File: src/hw/rtl/tefu_pkg.sv
// ----------------------------------------------------------------------------
// tefu_pkg
// Shared types and codes for the task event-flag unit.
// ----------------------------------------------------------------------------
package tefu_pkg;

    typedef enum logic [2:0] {
        OP_WAIT    = 3'd0,
        OP_SEND    = 3'd1,
        OP_PULSE   = 3'd2,
        OP_CLEAR   = 3'd3,
        OP_TIMEOUT = 3'd4
    } t_op;

    typedef enum logic [2:0] {
        ST_OK          = 3'd0,
        ST_WOULD_BLOCK = 3'd1,
        ST_NOW_WAITING = 3'd2,
        ST_TIMED_OUT   = 3'd3,
        ST_BAD_TASK    = 3'd4
    } t_status;

    // register word index on the config port
    localparam logic [1:0] REG_TASK_COUNT = 2'd0;

    localparam int unsigned FIELD_SIG_BITS = 16;
    localparam int unsigned FIELD_TASK_BITS = 4;
    localparam logic [4:0] TASK_COUNT_RST = 5'd16;

    // controller to datapath commands
    typedef struct packed {
        logic capture;  // input transfer taken, latch item and start entry read
        logic exec;     // entry data ready and output free: update and load result
    } t_cmd;

endpackage

File: src/hw/rtl/tefu_ram.sv
// ----------------------------------------------------------------------------
// tefu_ram
// Generic single-write, single-read RAM with registered read data.
// ----------------------------------------------------------------------------
module tefu_ram #(
    parameter int unsigned WIDTH = 33,
    parameter int unsigned DEPTH = 16,
    localparam int unsigned AW = (DEPTH > 1) ? $clog2(DEPTH) : 1
) (
    input  logic             i_clk,
    input  logic             i_we,
    input  logic [AW-1:0]    i_waddr,
    input  logic [WIDTH-1:0] i_wdata,
    input  logic             i_re,
    input  logic [AW-1:0]    i_raddr,
    output logic [WIDTH-1:0] o_rdata
);

    logic [WIDTH-1:0] r_mem [DEPTH];
    logic [WIDTH-1:0] r_rdata;

    always_ff @(posedge i_clk) begin
        if (i_we) begin
            r_mem[i_waddr] <= i_wdata;
        end
        if (i_re) begin
            r_rdata <= r_mem[i_raddr];
        end
    end

    assign o_rdata = r_rdata;

endmodule

File: src/hw/rtl/tefu_ctrl.sv
// ----------------------------------------------------------------------------
// tefu_ctrl
// Sequencing controller: input acceptance, entry read, execute, output valid.
// ----------------------------------------------------------------------------
module tefu_ctrl
    import tefu_pkg::*;
(
    input  logic i_clk,
    input  logic i_rst_n,
    input  logic i_valid,
    output logic o_stall,
    output logic o_valid,
    input  logic i_stall,
    output t_cmd o_cmd
);

    typedef enum logic {
        S_IDLE,
        S_EXEC
    } t_state;

    t_state r_state;
    t_state n_state;
    logic   r_out_vld;
    logic   n_out_vld;
    logic   out_free;

    // output register can take a new result this cycle
    assign out_free = !r_out_vld || !i_stall;

    always_comb begin
        o_cmd.capture = 1'b0;
        o_cmd.exec    = 1'b0;
        n_state       = r_state;
        n_out_vld     = r_out_vld && i_stall;
        unique case (r_state)
            S_IDLE: begin
                if (i_valid) begin
                    o_cmd.capture = 1'b1;
                    n_state       = S_EXEC;
                end
            end
            S_EXEC: begin
                if (out_free) begin
                    o_cmd.exec = 1'b1;
                    n_out_vld  = 1'b1;
                    n_state    = S_IDLE;
                end
            end
            default: begin
                n_state = S_IDLE;
            end
        endcase
    end

    always_ff @(posedge i_clk) begin
        if (!i_rst_n) begin
            r_state   <= S_IDLE;
            r_out_vld <= 1'b0;
        end else begin
            r_state   <= n_state;
            r_out_vld <= n_out_vld;
        end
    end

    assign o_stall = (r_state != S_IDLE);
    assign o_valid = r_out_vld;

endmodule

File: src/hw/rtl/tefu_dpath.sv
// ----------------------------------------------------------------------------
// tefu_dpath
// Datapath: task entry store, waiting bits, flag update logic, result register.
// ----------------------------------------------------------------------------
module tefu_dpath
    import tefu_pkg::*;
#(
    parameter int unsigned NUM_TASKS   = 16,
    parameter int unsigned SIGNAL_BITS = 16
) (
    input  logic                       i_clk,
    input  logic                       i_rst_n,
    input  t_cmd                       i_cmd,
    input  logic [4:0]                 i_task_count,
    input  logic [2:0]                 i_op,
    input  logic [FIELD_TASK_BITS-1:0] i_task_req,
    input  logic [FIELD_SIG_BITS-1:0]  i_sig_mask,
    input  logic                       i_wait_all,
    input  logic                       i_may_block,
    output logic [2:0]                 o_status,
    output logic [FIELD_SIG_BITS-1:0]  o_sigs_out,
    output logic                       o_woke,
    output logic [FIELD_TASK_BITS-1:0] o_task_out
);

    localparam int unsigned SW = (SIGNAL_BITS < FIELD_SIG_BITS) ? SIGNAL_BITS
                                                                 : FIELD_SIG_BITS;
    localparam int unsigned TW = (NUM_TASKS > 1) ? $clog2(NUM_TASKS) : 1;
    localparam int unsigned EW = 2 * SW + 1;

    // entry layout: {and_mode, wait_mask, pending}
    logic [FIELD_TASK_BITS+TW-1:0] req_ext;
    logic [TW-1:0]                 req_addr;

    logic [2:0]                 r_op;
    logic [FIELD_TASK_BITS-1:0] r_task;
    logic [TW-1:0]              r_addr;
    logic [SW-1:0]              r_sig;
    logic                       r_all;
    logic                       r_may_block;
    logic                       r_hit;

    logic [NUM_TASKS-1:0] r_entry_vld;
    logic [NUM_TASKS-1:0] r_waiting;

    logic [EW-1:0] rd_data;
    logic [EW-1:0] wr_data;
    logic          wr_en;

    logic [SW-1:0] pend;
    logic [SW-1:0] wmask;
    logic          amode;
    logic          wt;
    logic          bad;

    logic [SW-1:0] n_pend;
    logic [SW-1:0] n_wmask;
    logic          n_amode;
    logic          n_wt;
    logic          upd;
    logic [SW-1:0] got;
    logic [SW-1:0] wake;
    t_status       res_status;
    logic [SW-1:0] res_sigs;
    logic          res_woke;

    logic [2:0]                 r_status;
    logic [FIELD_SIG_BITS-1:0]  r_sigs;
    logic                       r_woke;
    logic [FIELD_TASK_BITS-1:0] r_task_out;

    assign req_ext  = {{TW{1'b0}}, i_task_req};
    assign req_addr = req_ext[TW-1:0];

    tefu_ram #(
        .WIDTH (EW),
        .DEPTH (NUM_TASKS)
    ) u_entry_ram (
        .i_clk   (i_clk),
        .i_we    (wr_en),
        .i_waddr (r_addr),
        .i_wdata (wr_data),
        .i_re    (i_cmd.capture),
        .i_raddr (req_addr),
        .o_rdata (rd_data)
    );

    // item latch
    always_ff @(posedge i_clk) begin
        if (i_cmd.capture) begin
            r_op        <= i_op;
            r_task      <= i_task_req;
            r_addr      <= req_addr;
            r_sig       <= i_sig_mask[SW-1:0];
            r_all       <= i_wait_all;
            r_may_block <= i_may_block;
            r_hit       <= r_entry_vld[req_addr];
        end
    end

    // never-written entries read as zero
    assign pend  = r_hit ? rd_data[SW-1:0] : '0;
    assign wmask = r_hit ? rd_data[2*SW-1:SW] : '0;
    assign amode = r_hit ? rd_data[EW-1] : 1'b0;
    assign wt    = r_waiting[r_addr];
    // undefined ops are never rejected, whatever the task index
    assign bad   = (r_op <= OP_TIMEOUT)
                   && (({1'b0, r_task} >= i_task_count) || (32'(r_task) >= NUM_TASKS));

    always_comb begin
        n_pend     = pend;
        n_wmask    = wmask;
        n_amode    = amode;
        n_wt       = wt;
        upd        = 1'b0;
        got        = r_sig & pend;
        wake       = (pend | r_sig) & wmask;
        res_status = ST_OK;
        res_sigs   = '0;
        res_woke   = 1'b0;
        if (bad) begin
            res_status = ST_BAD_TASK;
        end else begin
            unique case (r_op)
                OP_WAIT: begin
                    upd     = 1'b1;
                    n_wt    = 1'b0;
                    n_amode = r_all;
                    n_wmask = r_sig;
                    if (r_all && (got != r_sig)) begin
                        got = '0;
                    end
                    if (got != '0) begin
                        n_pend   = pend & ~got;
                        res_sigs = got;
                    end else if (!r_may_block) begin
                        res_status = ST_WOULD_BLOCK;
                    end else begin
                        n_wt       = 1'b1;
                        res_status = ST_NOW_WAITING;
                    end
                end
                OP_SEND, OP_PULSE: begin
                    upd    = 1'b1;
                    n_pend = (r_op == OP_PULSE) ? (pend & ~r_sig) : (pend | r_sig);
                    if (wt) begin
                        if (amode && (wake != wmask)) begin
                            wake = '0;
                        end
                        if (wake != '0) begin
                            n_pend   = n_pend & ~wake;
                            n_wt     = 1'b0;
                            res_sigs = wake;
                            res_woke = 1'b1;
                        end
                    end
                end
                OP_CLEAR: begin
                    upd    = 1'b1;
                    n_pend = pend & ~r_sig;
                end
                OP_TIMEOUT: begin
                    if (wt) begin
                        upd        = 1'b1;
                        n_wt       = 1'b0;
                        res_status = ST_TIMED_OUT;
                        res_woke   = 1'b1;
                    end
                end
                default: begin
                    // undefined op: no effect
                end
            endcase
        end
    end

    assign wr_en   = i_cmd.exec && upd;
    assign wr_data = {n_amode, n_wmask, n_pend};

    always_ff @(posedge i_clk) begin
        if (!i_rst_n) begin
            r_entry_vld <= '0;
            r_waiting   <= '0;
        end else if (wr_en) begin
            r_entry_vld[r_addr] <= 1'b1;
            r_waiting[r_addr]   <= n_wt;
        end
    end

    // result register
    always_ff @(posedge i_clk) begin
        if (i_cmd.exec) begin
            r_status   <= res_status;
            r_sigs     <= FIELD_SIG_BITS'(res_sigs);
            r_woke     <= res_woke;
            r_task_out <= r_task;
        end
    end

    assign o_status   = r_status;
    assign o_sigs_out = r_sigs;
    assign o_woke     = r_woke;
    assign o_task_out = r_task_out;

endmodule

File: src/hw/rtl/task_event_flags_unit.sv
// ----------------------------------------------------------------------------
// task_event_flags_unit
// Per-task event flags: wait, send, pulse, clear and timeout operations.
// ----------------------------------------------------------------------------
// the item is latched and its task entry read on the input transfer; the
//   result register loads from S_EXEC once the output register is free
// a new item is taken only after the current one has executed, since the
//   registered read of the task entry RAM is followed by its read-modify-write
// reset: synchronous, active low; task_count returns to 16, all entries read
//   as zero and no task is waiting, with no clearing pass
module task_event_flags_unit
    import tefu_pkg::*;
#(
    parameter int unsigned NUM_TASKS   = 16,
    parameter int unsigned SIGNAL_BITS = 16
) (
    input  logic                       i_clk,
    input  logic                       i_rst_n,
    // item input
    input  logic                       i_valid,
    output logic                       o_stall,
    input  logic [2:0]                 i_op,
    input  logic [FIELD_TASK_BITS-1:0] i_task_req,
    input  logic [FIELD_SIG_BITS-1:0]  i_sig_mask,
    input  logic                       i_wait_all,
    input  logic                       i_may_block,
    // result output
    output logic                       o_valid,
    input  logic                       i_stall,
    output logic [2:0]                 o_status,
    output logic [FIELD_SIG_BITS-1:0]  o_sigs_out,
    output logic                       o_woke,
    output logic [FIELD_TASK_BITS-1:0] o_task_out,
    // configuration
    input  logic                       psel,
    input  logic                       penable,
    input  logic                       pwrite,
    input  logic [1:0]                 paddr,
    input  logic [31:0]                pwdata,
    output logic [31:0]                prdata,
    output logic                       pready
);

    t_cmd       cmd;
    logic [4:0] r_task_count;
    logic       reg_sel;

    assign reg_sel = ((paddr >> 2) == REG_TASK_COUNT);
    assign pready  = 1'b1;
    assign prdata  = reg_sel ? 32'(r_task_count) : '0;

    always_ff @(posedge i_clk) begin
        if (!i_rst_n) begin
            r_task_count <= TASK_COUNT_RST;
        end else if (psel && penable && pwrite && reg_sel) begin
            r_task_count <= pwdata[4:0];
        end
    end

    tefu_ctrl u_ctrl (
        .i_clk   (i_clk),
        .i_rst_n (i_rst_n),
        .i_valid (i_valid),
        .o_stall (o_stall),
        .o_valid (o_valid),
        .i_stall (i_stall),
        .o_cmd   (cmd)
    );

    tefu_dpath #(
        .NUM_TASKS   (NUM_TASKS),
        .SIGNAL_BITS (SIGNAL_BITS)
    ) u_dpath (
        .i_clk        (i_clk),
        .i_rst_n      (i_rst_n),
        .i_cmd        (cmd),
        .i_task_count (r_task_count),
        .i_op         (i_op),
        .i_task_req   (i_task_req),
        .i_sig_mask   (i_sig_mask),
        .i_wait_all   (i_wait_all),
        .i_may_block  (i_may_block),
        .o_status     (o_status),
        .o_sigs_out   (o_sigs_out),
        .o_woke       (o_woke),
        .o_task_out   (o_task_out)
    );

endmodule

File: config.mk
export PLATFORM = sky130hd
export DESIGN_NAME = task_event_flags_unit
export DESIGN_NICKNAME = d
export VERILOG_FILES = /design/src/hw/rtl/tefu_pkg.sv /design/src/hw/rtl/tefu_ram.sv /design/src/hw/rtl/tefu_ctrl.sv /design/src/hw/rtl/tefu_dpath.sv /design/src/hw/rtl/task_event_flags_unit.sv
export SDC_FILE = /design/constraint.sdc
export NUM_CORES = 1
export LEC_CHECK = 0
export BUFFER_PORTS_ARGS = -buffer_cell sky130_fd_sc_hd__buf_4
export CAP_MARGIN = 20
export CELL_PAD_IN_SITES_DETAIL_PLACEMENT = 1
export CELL_PAD_IN_SITES_GLOBAL_PLACEMENT = 2
export CORE_MARGIN = 4
export CORE_UTILIZATION = 30
export DETAILED_ROUTE_END_ITERATION = 12
export GPL_TIMING_DRIVEN = 0
export PLACE_DENSITY = 0.57
export SLEW_MARGIN = 40
export SYNTH_ARGS = -nofsm -noshare
export SYNTH_HDL_FRONTEND = slang
export SYNTH_HIERARCHICAL = 1
export SYNTH_SLANG_ARGS = --single-unit
File: constraint.sdc
create_clock -name i_clk -period 22.4 [get_ports i_clk]
set_clock_uncertainty 0.1 [all_clocks]
set_input_delay 3.36 -clock i_clk [delete_from_list [all_inputs] [get_ports i_clk]]
set_output_delay 3.36 -clock i_clk [all_outputs]
set_load 0.02 [all_outputs]
==> reports/qor.yml, run 1 <==
placementRows: 108
status: "finished, final reports clean"
syn_avg_cell_area_sq_um: 18.0
final_cells: 2922
cts_made_buffers: 73
grt_pass1_wl_mm: 112
hold_class: "reg2reg"
cts_buffer_depth: 3
ctsRootBufferMaster: "clkbuf_16"
clk_latency_ps: 610
multiInputGateArea_sq_um: 6740
drt-initial-drc-count: 1274
htreeDepth: 3
io_pins: 125
dpl_worst_slack_ps: 15250
drc: 0
firstDrtPassIters: 5
required_ps: 22610
synth_top_area_cell: "edfxtp_1"
cp_max_fo: 14
ys_top_cells_by_area: "edfxtp_1 69%, mux4_2 10%, dfxtp_1 3.0%"
grt_max_degree: 17
hold_violations: 0
reg2reg_depth: 12
avgRoutedWirePerCell_microns: 26.4
maxCapViolCount: 0
setup_viol: 0
rsz0062_at_grt: "false"
die-width_microns: 305
relSlewSlack: 0.402
yosys.area_share.adder: 0.00189
synth_top_family_by_area: "multiplexers"
yosysUniqueCellTypes: 68
antenna_left: 0
synth_edf_count: 611
postCtsHoldBufs: 0
syn_to_final_growth_pct: 21.2
dp.cells: 2794
cp-start-kind: "primary input"
synth-simple-area-share: 0.0469
grtUsageTotal: 0.164
num_vias: 15000
timing.fmax_ghz: 0.155
dpl_cell_area_sq_um: 29600
crit_start: "i_stall"
antenna_found_initial: 1
p_int_mw: 2.12
gp_congestion: 0.906
end_kind: "flip-flop"
ir_drop_mv: 0.0501
yosys_warnings: 6
yosysSeqAreaShare: 0.724
worstMarginPinSlew_ps: 898
sequentialPowerShare: 0.503
grt_remaining_overflow: 0
wl_mm: 77.2
power_frac_comb: 0.065
p_per_area_nw_per_um2: 85.4
netSwitchingFraction: 0.224
regArea_sq_um: 19100
coreArea_sq_um: 87000
cts_setup_buffers: 0
timing.final.crit_share: 0.289
vias_per_cell: 5.14
final_nets: 1784
reg2reg_slack_ps: 17770
crit_type: "in2reg"
n_fill_cell: 8722
fin_ws_ps: 15930
cp.arrival_ps: 6680
synth-compound-area-share: 0.0699
cts_resized: 0
switching_power_mw: 0.612
clock_sinks: 650
ys.flop_type: "edfxtp_1"
crit_end: "u_dpath/u_entry_ram/r_mem[0][21]"
synth_top_area_share: 0.695
final_area_sq_um: 32000
syn_area_sq_um: 26400
syn_inst: 1470
dieArea_sq_um: 92900
initial_core_util: 0.304
ys_seq_elements: 650
die_h_microns: 305
clkPwrFrac: 0.432
hold_slack_ps: 356
synthMuxAreaShare: 0.124
diodes: 0
p_leak_nw: 10.6
grt_pass1_vias: 15800
slew_viol_final: 0
dp_hpwl_mm: 55.6
portBuffers: 67
worstReg2RegStart: "u_dpath/r_addr[0]"
cts_tree: "done"
min_period_ps: 6470
synthArstFlopShare: 0
drive_gt1_frac: 0.288
r2r_end: "u_dpath/u_entry_ram/r_mem[0][21]"
setup_tns_ps: 0
clk_pin_slew_ps: 60
synth_xor_xnor_area_share: 0.000332
Yosys cell counts, types with 12 or more instances:
| library cell | number |
|---|---|
| a21oi_1 | 36 |
| a22oi_1 | 66 |
| a32o_1 | 14 |
| buf_2 | 30 |
| buf_4 | 29 |
| clkbuf_1 | 42 |
| dfxtp_1 | 39 |
| edfxtp_1 | 611 |
| inv_1 | 27 |
| mux4_1 | 19 |
| mux4_2 | 122 |
| nand2_1 | 131 |
| nand3_1 | 24 |
| nor2_1 | 38 |
| nor2b_1 | 13 |
| o2111ai_1 | 16 |
| o21ai_0 | 47 |
| o31ai_1 | 12 |
per-layer routing:
layer	vias up	GRT usage	share of wire
met5	-	0	0
met4	0	0.0498	0.025
met3	101	0.0262	0.047
met2	435	0.266	0.47
met1	8035	0.230	0.45
li1	6439	-	-
power groups by stage:
stage,Clock (mW),Sequential (mW),Combinational (mW)
floorplan,0,1.39,0.104
global placement,0,1.40,0.166
detailed placement,0,1.40,0.181
CTS,1.22,1.37,0.181
global route,1.27,1.38,0.194
finish,1.18,1.38,0.179
cell families (layout without fill, tap and decap cells):
group,after synthesis,in the layout
xor+xnor,1,1
flops,650,650
buf+inv,146,417
other cells,2,28
mux,145,145
simple gates,269,269
fa+ha+maj,4,4
compound gates,253,253
how the worst min path moves through the flow:
stage                                 start                 endpoint  slack, ps  depth (start not counted)
global route         u_dpath/r_entry_vld[5]   u_dpath/r_entry_vld[5]        380                          2
finish               u_dpath/r_entry_vld[5]   u_dpath/r_entry_vld[5]        360                          2
detailed placement  u_dpath/r_entry_vld[11]  u_dpath/r_entry_vld[11]        340                          2
CTS                 u_dpath/r_entry_vld[11]  u_dpath/r_entry_vld[11]        360                          2
floorplan           u_dpath/r_entry_vld[11]  u_dpath/r_entry_vld[11]        320                          2
global placement    u_dpath/r_entry_vld[11]  u_dpath/r_entry_vld[11]        330                          2
cells in the final DEF (no fill, tap or decap), types with 12 or more instances in the layout:
| master | synthesis | routed |
|---|---|---|
| nand2_1 | 131 | 131 |
| nor2_1 | 38 | 26 |
| o2111ai_1 | 16 | 16 |
| edfxtp_1 | 611 | 611 |
| o31ai_1 | 12 | 12 |
| o21ai_0 | 47 | 30 |
| clkinv_2 | 0 | 15 |
| nor2_4 | 0 | 12 |
| buf_4 | 29 | 123 |
| a21oi_1 | 36 | 36 |
| buf_8 | 2 | 17 |
| mux4_2 | 122 | 122 |
| nor2b_1 | 13 | 12 |
| dfxtp_1 | 39 | 39 |
| a22oi_1 | 66 | 66 |
| buf_16 | 0 | 16 |
| buf_2 | 30 | 47 |
| o21ai_2 | 0 | 17 |
| clkbuf_16 | 0 | 76 |
| a32o_1 | 14 | 14 |
| clkinv_1 | 0 | 12 |
| inv_1 | 27 | 27 |
| clkbuf_1 | 42 | 50 |
| nand3_1 | 24 | 24 |
| conb_1 | 2 | 28 |
| mux4_1 | 19 | 19 |
flip-flops by register name (all words and copies together) (netlist names):
name / flops
u_ctrl/o_valid: 1
u_dpath/o_task_out: 4
r_task_count: 5
u_dpath/r_sig: 16
u_dpath/u_entry_ram/o_rdata: 33
u_dpath/r_may_block: 1
u_dpath/o_sigs_out: 16
u_dpath/u_entry_ram/r_mem: 528
u_dpath/r_entry_vld: 16
u_dpath/o_woke: 1
u_dpath/r_all: 1
u_dpath/o_status: 3
u_ctrl/o_stall: 1
u_dpath/r_addr: 4
u_dpath/r_waiting: 16
u_dpath/r_hit: 1
u_dpath/r_op: 3
final cells by class:
| type | instances | share of cell area |
|---|---|---|
| Inverter | 27 | 0.00317 |
| Sequential cell | 650 | 0.598 |
| Timing Repair Buffer | 143 | 0.0462 |
| Clock buffer | 88 | 0.0608 |
| Tap cell | 1155 | 0.0452 |
| Buffer | 119 | 0.0235 |
| Clock inverter | 40 | 0.0128 |
| Multi-Input combinational cell | 700 | 0.211 |
per-stage QoR:
| stage | power, mW | util |
|---|---|---|
| final | 2.73 | 0.368 |
| after global routing | 2.84 | 0.368 |
| after CTS | 2.77 | 0.368 |
| after detailed placement | 1.58 | 0.341 |
| after global placement | 1.57 | 0.327 |
| after floorplan | 1.50 | - |
critical path, cell delays in order:
cell      delay [ps]
buf_4            130
a21boi_4         430
buf_8            220
o211ai_1         280
a21oi_2          410
or3b_2           600
nor3_2           320
buf_2            290
buf_2            210
buf_4            190
buf_2            230
Note: power is estimated with default switching activity, not from simulation.
==> run 2, diff against run 1 <==
clock period = 6.3 ns   (was 22.4 ns; I/O delays follow)
==> run 2 against run 1 <==
  * Worst setup slack got worse by 14000 ps
  * Wire length barely moved
  * Non-clock buffer count fell by 7
  * Critical path depth fell by 1
  * Final area rose by 0.37%
  * Sequential power rose to 3.6 times the previous value
  * First-iteration DRC count fell by 14%
  * Power rose to 3.6 times the previous value
  * Clock power rose to 3.6 times the previous value
  * Global-route usage rose by 0.19 points
  * Sequential share of layout area fell by 0.22 points
  * Critical endpoint is now u_dpath/u_entry_ram/r_mem[8][10]
==> reports/qor.yml, run 2 (synthesized netlist as in run 1, its figures left out) <==
placementRows: 108  # unchanged
wl_mm: 77.2  # about the same
drc: 0  # unchanged
crit_type: "reg2reg"  # was in2reg
hold_slack_ps: 347  # was 356 ps
cp_max_fo: 16  # was 14
dpl_cell_area_sq_um: 29700  # was 29600 sq um
slew_viol_final: 0  # unchanged
p_per_area_nw_per_um2: 305  # was 85.4 nW/um^2
clk_latency_ps: 620  # was 610 ps
grt_remaining_overflow: 0  # unchanged
p_leak_nw: 10.6  # about the same
hold_class: "reg2reg"  # unchanged
max_stage_delay_ps: 830  # was 600 ps
end_kind: "flip-flop"  # unchanged
cts_buffer_depth: 3  # unchanged
largest_register: "u_dpath/u_entry_ram/r_mem"  # unchanged
cts_setup_buffers: 0  # unchanged
cts_resized: 0  # unchanged
clock_sinks: 650  # unchanged
dieArea_sq_um: 92900  # unchanged
n_fill_cell: 8701  # was 8722
mostFrequentLayoutCells: "611 x edfxtp_1, 131 x nand2_1, 122 x mux4_2"  # was 611 x edfxtp_1, 131 x nand2_1, 123 x buf_4
htreeDepth: 3  # unchanged
io_pins: 125  # unchanged
vias_per_cell: 5.05  # was 5.14
worstMarginPinSlew_ps: 887  # was 898 ps
maxCapViolCount: 0  # unchanged
coreArea_sq_um: 87000  # unchanged
timing.fmax_ghz: 0.213
ir_drop_mv: 0.168  # was 0.0501 mV
grt_max_degree: 17  # unchanged
antenna_left: 0  # unchanged
setup_tns_ps: 0  # unchanged
multiInputGateArea_sq_um: 6770  # was 6740 sq um
min_period_ps: 4700
cpMaxStageDelayCell: "edfxtp_1"  # was or3b_2
syn_to_final_growth_pct: 21.6  # was 21.2%
cp.arrival_ps: 4920  # was 6680 ps
grt_pass1_wl_mm: 113  # was 112 mm
clk_pin_slew_ps: 60  # about the same
largest_reg_flops: 528  # unchanged
gp_congestion: 0.862  # was 0.906
dp_hpwl_mm: 55.3  # was 55.6 mm
final_common_cell: "edfxtp_1"  # unchanged
portBuffers: 67  # unchanged
avgRoutedWirePerCell_microns: 26.4  # about the same
initial_core_util: 0.304  # unchanged
required_ps: 6520  # was 22610 ps
firstDrtPassIters: 5  # unchanged
crit_chain: "inv_1, ha_1, nand2b_1, a31oi_1, o21ba_2, nor2_1, nor3_2, nor2b_1, clkbuf_1, a32o_1"  # was buf_4, a21boi_4, buf_8, o211ai_1, a21oi_2, or3b_2, nor3_2, buf_2, buf_2, buf_4, buf_2
antenna_found_initial: 1  # unchanged
dpl_worst_slack_ps: 1640  # was 15250 ps
rsz0062_at_grt: "false"  # unchanged
final_area_sq_um: 32100  # was 32000 sq um
grtUsageTotal: 0.166  # was 0.164
final_nets: 1778  # was 1784
die-width_microns: 305  # unchanged
relSlewSlack: 0.409  # was 0.402
status: "finished, final reports clean"  # unchanged
finalPower_mw: 9.79  # was 2.73 mW
cp-start-kind: "flip-flop"  # was primary input
cts_tree: "done"  # unchanged
diodes: 0  # unchanged
grt_pass1_vias: 15900  # was 15800
fin_ws_ps: 1600  # was 15930 ps
drive_gt1_frac: 0.284  # was 0.288
postCtsHoldBufs: 0  # unchanged
hold_violations: 0  # unchanged
cts_made_buffers: 74  # was 73
ctsRootBufferMaster: "clkbuf_16"  # unchanged
setup_viol: 0  # unchanged
die_h_microns: 305  # unchanged
regArea_sq_um: 19100  # unchanged
drt-initial-drc-count: 1097  # was 1274
timing.final.crit_share: 0.746
num_vias: 14700  # was 15000
[run 2: where the power goes]
group	switching [mW]	internal, mW	leakage, nW	total [mW]
Clock	1.70	2.56	1.18	4.26
Sequential	0.0733	4.82	5.96	4.90
Combinational	0.408	0.230	3.49	0.638
[run 2: layer usage]
metal,routed length (microns),GRT usage
met4,2970,0.0677
met3,3810,0.0293
met5,0,0
met2,35900,0.262
met1,34600,0.229
[run 2: worst max-delay path, delay by kind of cell, from the launching register on]
family	cells	cell delay (ps)
adder cells (fa/ha/maj)	1	320
AND/OR/NAND/NOR	4	1370
AO/OA/AOI/OAI	3	1080
flip-flops	1	830
buffers and inverters	2	700
[run 2: worst paths after layout]
check / start / endpoint / slack [ps] / depth (start not counted)
max: u_dpath/r_addr[0] / u_dpath/u_entry_ram/r_mem[8][10] / 1600 / 10
min: u_dpath/r_entry_vld[7] / u_dpath/r_entry_vld[7] / 350 / 2
max reg2reg: u_dpath/r_addr[0] / u_dpath/u_entry_ram/r_mem[8][10] / 1600 / 10
min reg2reg: u_dpath/r_entry_vld[7] / u_dpath/r_entry_vld[7] / 350 / 2
[run 2: through the flow]
step / cells / util
after global routing: 2920 / 0.369
after global placement: 2718 / 0.327
after detailed placement: 2787 / 0.341
final: 2920 / 0.369
after floorplan: 1496 / -
after CTS: 2920 / 0.369
[run 2: area by class of cell]
type	count	area share
Buffer	119	0.0234
Clock inverter	45	0.0151
Tap cell	1155	0.0450
Sequential cell	650	0.595
Multi-Input combinational cell	700	0.211
Clock buffer	88	0.0599
Inverter	27	0.00316
Timing Repair Buffer	136	0.0473
